File: config.mk
export PLATFORM = sky130hd
export DESIGN_NAME = set_of_stacks_with_pop_at
export DESIGN_NICKNAME = d
export VERILOG_FILES = /design/src/sos_pkg.sv /design/src/sos_ram.sv /design/src/sos_seq.sv /design/src/set_of_stacks_with_pop_at.sv
export SDC_FILE = /design/constraint.sdc
export NUM_CORES = 2
export LEC_CHECK = 0
export ABC_CLOCK_PERIOD_IN_PS = 17530
export BUFFER_PORTS_ARGS = -buffer_cell sky130_fd_sc_hd__buf_2
export CAP_MARGIN = 10
export CORE_MARGIN = 2
export CORE_UTILIZATION = 35
export CTS_CLUSTER_DIAMETER = 80
export DETAILED_ROUTE_END_ITERATION = 10
export PLACE_DENSITY_LB_ADDON = 0.05
export SYNTH_ARGS = -nofsm -noshare
export SYNTH_HDL_FRONTEND = slang
export SYNTH_SLANG_ARGS = --single-unit
File: constraint.sdc
create_clock -name aclk -period 17.53 [get_ports aclk]
set_input_delay 3.506 -clock aclk [delete_from_list [all_inputs] [get_ports aclk]]
set_output_delay 3.506 -clock aclk [all_outputs]
set_load 0.005 [all_outputs]
File: src/sos_pkg.sv
// Shared request codes, status codes and word types for the set of stacks.
package sos_pkg;

    localparam int VALUE_W = 32;

    localparam logic [1:0] REQ_PUSH   = 2'd0;
    localparam logic [1:0] REQ_POP    = 2'd1;
    localparam logic [1:0] REQ_PEEK   = 2'd2;
    localparam logic [1:0] REQ_POP_AT = 2'd3;

    localparam logic [1:0] ST_OK    = 2'd0;
    localparam logic [1:0] ST_EMPTY = 2'd1;
    localparam logic [1:0] ST_FULL  = 2'd2;
    localparam logic [1:0] ST_ABOVE = 2'd3;

    typedef struct packed {
        logic [1:0] req_type;
        logic [1:0] stack_select;
    } sos_cmd_t;

    typedef struct packed {
        logic [VALUE_W-1:0] value;
        logic [1:0]         status;
    } sos_result_t;

endpackage

File: src/sos_ram.sv
// Generic single-write, single-read RAM with a registered read port.
module sos_ram #(
    parameter int WIDTH = 32,
    parameter int DEPTH = 16,
    localparam int AW = (DEPTH > 1) ? $clog2(DEPTH) : 1
) (
    input  logic             clk,
    input  logic             we,
    input  logic [AW-1:0]    waddr,
    input  logic [WIDTH-1:0] wdata,
    input  logic [AW-1:0]    raddr,
    output logic [WIDTH-1:0] rdata
);

    logic [WIDTH-1:0] mem_reg [DEPTH];
    logic [WIDTH-1:0] rdata_reg;

    always_ff @(posedge clk) begin
        if (we) begin
            mem_reg[waddr] <= wdata;
        end
        rdata_reg <= mem_reg[raddr];
    end

    assign rdata = rdata_reg;

endmodule

File: src/sos_seq.sv
// Request sequencer: steps one sub-stack per cycle through the fill-count memory.
module sos_seq #(
    parameter int SUB_DEPTH  = 16,
    parameter int NUM_STACKS = 4,
    parameter int DATA_WIDTH = 32,
    localparam int IW = (NUM_STACKS > 1) ? $clog2(NUM_STACKS) : 1,
    localparam int CW = $clog2(SUB_DEPTH + 1),
    localparam int AW = (NUM_STACKS * SUB_DEPTH > 1) ? $clog2(NUM_STACKS * SUB_DEPTH) : 1
) (
    input  logic                        aclk,
    input  logic                        aresetn,
    input  logic                        in_valid,
    output logic                        in_ready,
    input  sos_pkg::sos_cmd_t           in_cmd,
    input  logic [sos_pkg::VALUE_W-1:0] in_value,
    output logic                        res_valid,
    input  logic                        res_ready,
    output sos_pkg::sos_result_t        res,
    output logic                        cnt_we,
    output logic [IW-1:0]               cnt_waddr,
    output logic [CW-1:0]               cnt_wdata,
    output logic [IW-1:0]               cnt_raddr,
    input  logic [CW-1:0]               cnt_rdata,
    output logic                        elem_we,
    output logic [AW-1:0]               elem_waddr,
    output logic [DATA_WIDTH-1:0]       elem_wdata,
    output logic [AW-1:0]               elem_raddr,
    input  logic [DATA_WIDTH-1:0]       elem_rdata
);

    localparam int SW = (IW > 2) ? IW : 2;

    localparam logic [1:0] S_IDLE  = 2'd0;
    localparam logic [1:0] S_CHECK = 2'd1;
    localparam logic [1:0] S_ELEM  = 2'd2;
    localparam logic [1:0] S_DONE  = 2'd3;

    logic [1:0]                  state_reg, state_next;
    sos_pkg::sos_cmd_t           cmd_reg, cmd_next;
    logic [sos_pkg::VALUE_W-1:0] value_reg, value_next;
    logic [IW-1:0]               idx_reg, idx_next;
    logic [IW-1:0]               cur_reg, cur_next;
    sos_pkg::sos_result_t        res_reg, res_next;
    logic [NUM_STACKS-1:0]       valid_reg;

    logic [CW-1:0] count;
    logic [CW-1:0] top_pos;
    logic [IW-1:0] start_idx;
    logic [AW-1:0] base;
    logic [AW-1:0] base_up;
    logic [63:0]   push_ext;
    logic [63:0]   read_ext;

    // A sub-stack whose count was never written holds nothing.
    assign count    = valid_reg[idx_reg] ? cnt_rdata : '0;
    assign top_pos  = count - CW'(1);
    assign base     = AW'(idx_reg) * AW'(SUB_DEPTH);
    assign base_up  = base + AW'(SUB_DEPTH);
    assign push_ext = {32'd0, value_reg};
    assign read_ext = 64'(elem_rdata);

    assign start_idx = (in_cmd.req_type == sos_pkg::REQ_POP_AT) ?
                       IW'(in_cmd.stack_select) : cur_reg;

    always_comb begin
        state_next = state_reg;
        cmd_next   = cmd_reg;
        value_next = value_reg;
        idx_next   = idx_reg;
        cur_next   = cur_reg;
        res_next   = res_reg;
        cnt_we     = 1'b0;
        cnt_waddr  = idx_reg;
        cnt_wdata  = '0;
        cnt_raddr  = idx_reg;
        elem_we    = 1'b0;
        elem_waddr = base + AW'(count);
        elem_wdata = push_ext[DATA_WIDTH-1:0];
        elem_raddr = base + AW'(top_pos);

        unique case (state_reg)
            S_IDLE: begin
                cnt_raddr = start_idx;
                if (in_valid) begin
                    cmd_next   = in_cmd;
                    value_next = in_value;
                    idx_next   = start_idx;
                    if (in_cmd.req_type == sos_pkg::REQ_POP_AT &&
                        SW'(in_cmd.stack_select) > SW'(cur_reg)) begin
                        res_next   = '{value: '0, status: sos_pkg::ST_ABOVE};
                        state_next = S_DONE;
                    end else begin
                        state_next = S_CHECK;
                    end
                end
            end
            S_CHECK: begin
                if (cmd_reg.req_type == sos_pkg::REQ_PUSH) begin
                    state_next = S_DONE;
                    res_next   = '{value: '0, status: sos_pkg::ST_OK};
                    if (count == CW'(SUB_DEPTH)) begin
                        if (idx_reg == IW'(NUM_STACKS - 1)) begin
                            res_next = '{value: '0, status: sos_pkg::ST_FULL};
                        end else begin
                            // Open the next sub-stack; its old count is discarded.
                            cur_next   = idx_reg + IW'(1);
                            cnt_we     = 1'b1;
                            cnt_waddr  = idx_reg + IW'(1);
                            cnt_wdata  = CW'(1);
                            elem_we    = 1'b1;
                            elem_waddr = base_up;
                        end
                    end else begin
                        cnt_we    = 1'b1;
                        cnt_wdata = count + CW'(1);
                        elem_we   = 1'b1;
                    end
                end else if (count == '0) begin
                    if (idx_reg != '0) begin
                        idx_next  = idx_reg - IW'(1);
                        cnt_raddr = idx_reg - IW'(1);
                    end else begin
                        res_next   = '{value: '0, status: sos_pkg::ST_EMPTY};
                        state_next = S_DONE;
                        if (cmd_reg.req_type != sos_pkg::REQ_POP_AT) begin
                            cur_next = idx_reg;
                        end
                    end
                end else begin
                    if (cmd_reg.req_type != sos_pkg::REQ_PEEK) begin
                        cnt_we    = 1'b1;
                        cnt_wdata = top_pos;
                    end
                    if (cmd_reg.req_type != sos_pkg::REQ_POP_AT) begin
                        cur_next = idx_reg;
                    end
                    state_next = S_ELEM;
                end
            end
            S_ELEM: begin
                res_next   = '{value: read_ext[sos_pkg::VALUE_W-1:0], status: sos_pkg::ST_OK};
                state_next = S_DONE;
            end
            S_DONE: begin
                if (res_ready) begin
                    state_next = S_IDLE;
                end
            end
            default: begin
                state_next = S_IDLE;
            end
        endcase
    end

    always_ff @(posedge aclk) begin
        if (!aresetn) begin
            state_reg <= S_IDLE;
            cur_reg   <= '0;
            valid_reg <= '0;
        end else begin
            state_reg <= state_next;
            cur_reg   <= cur_next;
            if (cnt_we) begin
                valid_reg[cnt_waddr] <= 1'b1;
            end
        end
    end

    always_ff @(posedge aclk) begin
        cmd_reg   <= cmd_next;
        value_reg <= value_next;
        idx_reg   <= idx_next;
        res_reg   <= res_next;
    end

    assign in_ready  = (state_reg == S_IDLE);
    assign res_valid = (state_reg == S_DONE);
    assign res       = res_reg;

endmodule

File: src/set_of_stacks_with_pop_at.sv
// Top level of the set of stacks: sequencer, count and element memories, output register.
//
// One logical stack made of NUM_STACKS sub-stacks of SUB_DEPTH elements each. Every input
// word is one request (push, pop, peek top, or pop from a chosen sub-stack) and gives
// exactly one result word carrying a value and a status (ok, empty, full, or sub-stack
// above current). The block handles one request at a time and drops s_tready while it
// works. A refused pop-at goes straight to its result; a push passes through the check
// state. A pop, peek or pop-at reads the fill count in the check state, steps down past
// every empty sub-stack it meets, and reads the element when it finds one. That step-down
// runs through the fill-count memory one sub-stack per cycle, and the element comes from
// the registered read port of the element memory. A finished result sits in an output
// register, so the next request is taken while that word waits for m_tready.
// Fill counts come out of reset as zero through one valid bit per sub-stack; there is no
// clearing pass, and the element memory is never cleared.
module set_of_stacks_with_pop_at #(
    parameter int SUB_DEPTH  = 16,
    parameter int NUM_STACKS = 4,
    parameter int DATA_WIDTH = 32
) (
    input  logic        aclk,
    input  logic        aresetn,
    input  logic        s_tvalid,
    output logic        s_tready,
    input  logic [31:0] s_tdata,   // [31:0] push_value
    input  logic [3:0]  s_tuser,   // [1:0] req_type, [3:2] stack_select
    output logic        m_tvalid,
    input  logic        m_tready,
    output logic [31:0] m_tdata,   // [31:0] result_value
    output logic [1:0]  m_tuser    // [1:0] result_status
);

    localparam int IW = (NUM_STACKS > 1) ? $clog2(NUM_STACKS) : 1;
    localparam int CW = $clog2(SUB_DEPTH + 1);
    localparam int AW = (NUM_STACKS * SUB_DEPTH > 1) ? $clog2(NUM_STACKS * SUB_DEPTH) : 1;

    sos_pkg::sos_cmd_t    in_cmd;
    sos_pkg::sos_result_t res;
    logic                 res_valid;
    logic                 res_ready;

    logic                  cnt_we;
    logic [IW-1:0]         cnt_waddr;
    logic [CW-1:0]         cnt_wdata;
    logic [IW-1:0]         cnt_raddr;
    logic [CW-1:0]         cnt_rdata;
    logic                  elem_we;
    logic [AW-1:0]         elem_waddr;
    logic [DATA_WIDTH-1:0] elem_wdata;
    logic [AW-1:0]         elem_raddr;
    logic [DATA_WIDTH-1:0] elem_rdata;

    sos_pkg::sos_result_t out_reg;
    logic                 out_valid_reg;

    assign in_cmd = '{req_type: s_tuser[1:0], stack_select: s_tuser[3:2]};

    sos_seq #(
        .SUB_DEPTH  (SUB_DEPTH),
        .NUM_STACKS (NUM_STACKS),
        .DATA_WIDTH (DATA_WIDTH)
    ) u_seq (
        .aclk       (aclk),
        .aresetn    (aresetn),
        .in_valid   (s_tvalid),
        .in_ready   (s_tready),
        .in_cmd     (in_cmd),
        .in_value   (s_tdata),
        .res_valid  (res_valid),
        .res_ready  (res_ready),
        .res        (res),
        .cnt_we     (cnt_we),
        .cnt_waddr  (cnt_waddr),
        .cnt_wdata  (cnt_wdata),
        .cnt_raddr  (cnt_raddr),
        .cnt_rdata  (cnt_rdata),
        .elem_we    (elem_we),
        .elem_waddr (elem_waddr),
        .elem_wdata (elem_wdata),
        .elem_raddr (elem_raddr),
        .elem_rdata (elem_rdata)
    );

    // Fill count of each sub-stack.
    sos_ram #(
        .WIDTH (CW),
        .DEPTH (NUM_STACKS)
    ) u_count_ram (
        .clk   (aclk),
        .we    (cnt_we),
        .waddr (cnt_waddr),
        .wdata (cnt_wdata),
        .raddr (cnt_raddr),
        .rdata (cnt_rdata)
    );

    // Elements, one SUB_DEPTH-sized region per sub-stack.
    sos_ram #(
        .WIDTH (DATA_WIDTH),
        .DEPTH (NUM_STACKS * SUB_DEPTH)
    ) u_elem_ram (
        .clk   (aclk),
        .we    (elem_we),
        .waddr (elem_waddr),
        .wdata (elem_wdata),
        .raddr (elem_raddr),
        .rdata (elem_rdata)
    );

    // The output register frees up whenever it is empty or its word is being taken.
    assign res_ready = !out_valid_reg || m_tready;

    always_ff @(posedge aclk) begin
        if (!aresetn) begin
            out_valid_reg <= 1'b0;
        end else if (res_ready) begin
            out_valid_reg <= res_valid;
        end
    end

    always_ff @(posedge aclk) begin
        if (res_ready && res_valid) begin
            out_reg <= res;
        end
    end

    assign m_tvalid = out_valid_reg;
    assign m_tdata  = out_reg.value;
    assign m_tuser  = out_reg.status;

    // A request is never taken back to back: the sequencer leaves idle on every accept.
    assert property (@(posedge aclk) disable iff (!aresetn)
        s_tvalid && s_tready |=> !s_tready)
        else $error("input accepted while the sequencer was busy");

    // No new request is taken while a finished result still waits for the output register.
    assert property (@(posedge aclk) disable iff (!aresetn)
        res_valid |-> !s_tready)
        else $error("input ready while a result was pending");

    // A pending result that cannot move stays pending.
    assert property (@(posedge aclk) disable iff (!aresetn)
        res_valid && !res_ready |=> res_valid)
        else $error("pending result dropped");

    // Any status other than ok carries a zero value.
    assert property (@(posedge aclk) disable iff (!aresetn)
        m_tvalid |-> (m_tuser == sos_pkg::ST_OK || m_tdata == 32'd0))
        else $error("nonzero value with a failing status");

endmodule
==> flow_metrics.tcl <==
set metrics [dict create \
    outcome "complete, no violations" \
    die_area_um2 241800 \
    die_y_um 491.8 \
    finalSetupViolCount 0 \
    wl_per_cell_um 32.60 \
    grt_pass1_vias 40800 \
    path_class "register to register" \
    ctsLongestPathBuffers 3 \
    grt_first_pass_wirelength_um 333500 \
    syn-num-nets 3772 \
    fin_skew_ns 0.04925 \
    hold_slack_ns 0.4117 \
    ant_nets 0 \
    hp-start "u_seq.res[21]$_DFFE_PP_" \
    placed_area_um2 88420 \
    clk_pin_slew_ns 0.06 \
    synth_seq_cells 2218 \
    largest_reg_flops 2048 \
    synthSimpleGateAreaFrac 0.02903 \
    fin_util 0.4069 \
    rsz0062_at_grt "false" \
    finalInstanceArea_um2 96500 \
    power_mw 13.30 \
    synth_edf_count 2172 \
    die_x_um 491.8 \
    wl_um 240400 \
    tightest_slew_ns 1.075 \
    powerDensity_nw_per_um2 137.9 \
    start_util 0.3511 \
    cts_resized 0 \
    ff2ff_setup_slack_ns 10.97 \
    ios 76 \
    dp.cells 6925 \
    muxShareOfSynthArea 0.1424 \
    fin_nets 4052 \
    root_buffer "clkbuf_16" \
    reg2reg_from "u_seq.idx_reg[0]$_DFFE_PP_" \
    holdPathEnd "m_tdata[19]$_DFFE_PP_" \
    crit_required_ns 18.30 \
    min_path_cells 0 \
    syn_area_um2 83270 \
    grt_usage 0.1978 \
    worstRegToRegCells 11 \
    yosys_warnings 0 \
    nFillCells 20900 \
    startpoint_type "register" \
    synthAdderAreaFrac 0.001953 \
    place_ws_ns 10.61 \
    reg2reg_to "u_elem_ram.rdata[19]$_DFF_P_" \
    synthFlopType "edfxtp_1" \
    ctsHtreeMaxLevel 4 \
    final_cell_mix "edfxtp_1 (2172), mux4_2 (513), clkbuf_16 (239)" \
    vias 39260 \
    area_growth_pct 15.90 \
    ys_seq_area_frac 0.7944 \
    p_leak_nw 29.05 \
    antenna_found_initial 9 \
    maxCapViolations 0 \
    synth_top_area_frac 0.7833 \
    clock_sinks 2218 \
    synthXorXnorAreaFrac 0.0007363 \
    core_area_um2 237200 \
    portBuffers 75 \
    ctsHoldBuffers 0 \
    peakVddDrop_uv 117.2 \
    hold_violations 0 \
    clock_latency_ns 0.88 \
    cp.arrival_ns 7.32 \
    synth_top_cell_by_area "edfxtp_1" \
    routabilityCongestion 0.7444 \
    postLayoutSetupSlackWorst_ns 10.97 \
    grt-ovfl-total 0 \
    drcViolationCount 0 \
    synth_cells 3719 \
    hold_path_class "register to register" \
    slew_headroom 0.2776 \
    grt_start_max_net_pins 108 \
    core.rowCount 179 \
    fin_setup_tns_ns 0 \
    drive_above_1_share 0.2820 \
    dr.pass1.iters 5 \
    cp_max_fo 102 \
    min_period_ns 6.556 \
    end_kind "register" \
    instances_no_fill 7376 \
    yosysUniqueCellTypes 53 \
    slew_viol_final 0 \
    cts_tree "built" \
    cts_setup_buffers 0 \
    synth_compound_area_frac 0.01931 \
    synth_top_family_by_area "multiplexers" \
    dpl.hpwl_um 123600 \
    first_iter_violations 3951 \
    synth.area.top_cells "edfxtp_1 (78%), mux4_2 (14%), dfxtp_1 (1.1%)" \
    crit_start "u_seq.idx_reg[0]$_DFFE_PP_" \
    max_freq_mhz 152.5 \
    finalCritPeriodShare 0.3740 \
    layout_commonest_cell "edfxtp_1" \
    synth.avg_cell_area_um2 22.39 \
    vias_per_cell 5.322 \
    numCtsBuffers 238 \
    async_reset_ff_frac 0 \
]
-- report_power, final --
| group | leakage, nW | switching [mW] | internal [mW] | total, mW |
|---|---|---|---|---|
| sequential | 19.9 | 0.104 | 6.27 | 6.37 |
| combinational | 5.17 | 1.29 | 0.467 | 1.76 |
| clock | 3.93 | 2.12 | 3.05 | 5.17 |
| total | 29.1 | 3.52 | 9.78 | 13.3 |
-- metal layers --
| layer | global-route usage | vias up | share of wire |
|---|---|---|---|
| met2 | 0.3152 | 1043 | 0.48 |
| met5 | 0 | - | 0 |
| met1 | 0.2827 | 21610 | 0.45 |
| met4 | 0.05358 | 0 | 0.025 |
| li1 | - | 16310 | - |
| met3 | 0.03154 | 298 | 0.049 |
-- cells in the mapped netlist, types with 5 or more instances --
master	number
buf_2	39
mux4_2	513
buf_6	21
dfxtp_1	46
or2_2	13
and2_1	35
a21oi_1	13
nor2_1	95
edfxtp_1	2172
and3_1	25
xnor2_1	5
inv_1	14
o221ai_1	5
nor3_1	26
o21ai_0	8
a32oi_1	10
nand4_1	78
a22oi_1	75
nand2_1	192
clkbuf_1	119
ha_1	13
mux2i_1	28
and4_1	10
buf_4	8
nand3_1	11
or2_0	5
o22ai_1	83
nor2b_1	5
o22a_1	5
-- worst max path at each step --
stage | endpoint | slack [ns] | cells after the start
after floorplan | u_seq.res[0]$_DFFE_PP_ | 10.28 | 5
after global placement | u_elem_ram.rdata[11]$_DFF_P_ | 10.63 | 11
after detailed placement | u_elem_ram.rdata[11]$_DFF_P_ | 10.61 | 11
after CTS | u_elem_ram.rdata[11]$_DFF_P_ | 10.57 | 11
after global routing | u_elem_ram.rdata[11]$_DFF_P_ | 10.36 | 11
final | u_elem_ram.rdata[19]$_DFF_P_ | 10.97 | 11
-- cell type report --
class | instances | area [µm²] | share of cell area
diodes | 3 | 7.507 | 0.00007779
clock buffers | 288 | 6175 | 0.06398
clock inverters | 159 | 1871 | 0.01938
inverters | 15 | 56.30 | 0.0005834
multi-input cells | 1296 | 16690 | 0.1730
flip-flops and latches | 2218 | 66140 | 0.6854
well taps | 3167 | 3963 | 0.04106
repair buffers | 230 | 1597 | 0.01654
-- kinds of logic after synthesis --
logic type / after synthesis
simple gates: 503
flops: 2218
xor+xnor: 7
compound gates: 230
mux: 543
buf+inv: 205
fa+ha+maj: 13
-- worst max-delay path, stage by stage (launching register included) --
cell	delay, ns
edfxtp_1	0.58
mux4_2	0.73
and2_4	0.77
inv_2	0.19
ha_4	0.61
buf_12	0.54
buf_4	0.71
buf_4	0.69
mux4_2	0.41
a22oi_1	0.24
nand4_1	0.39
and3_1	0.36
(Power assumes the default switching activity.)
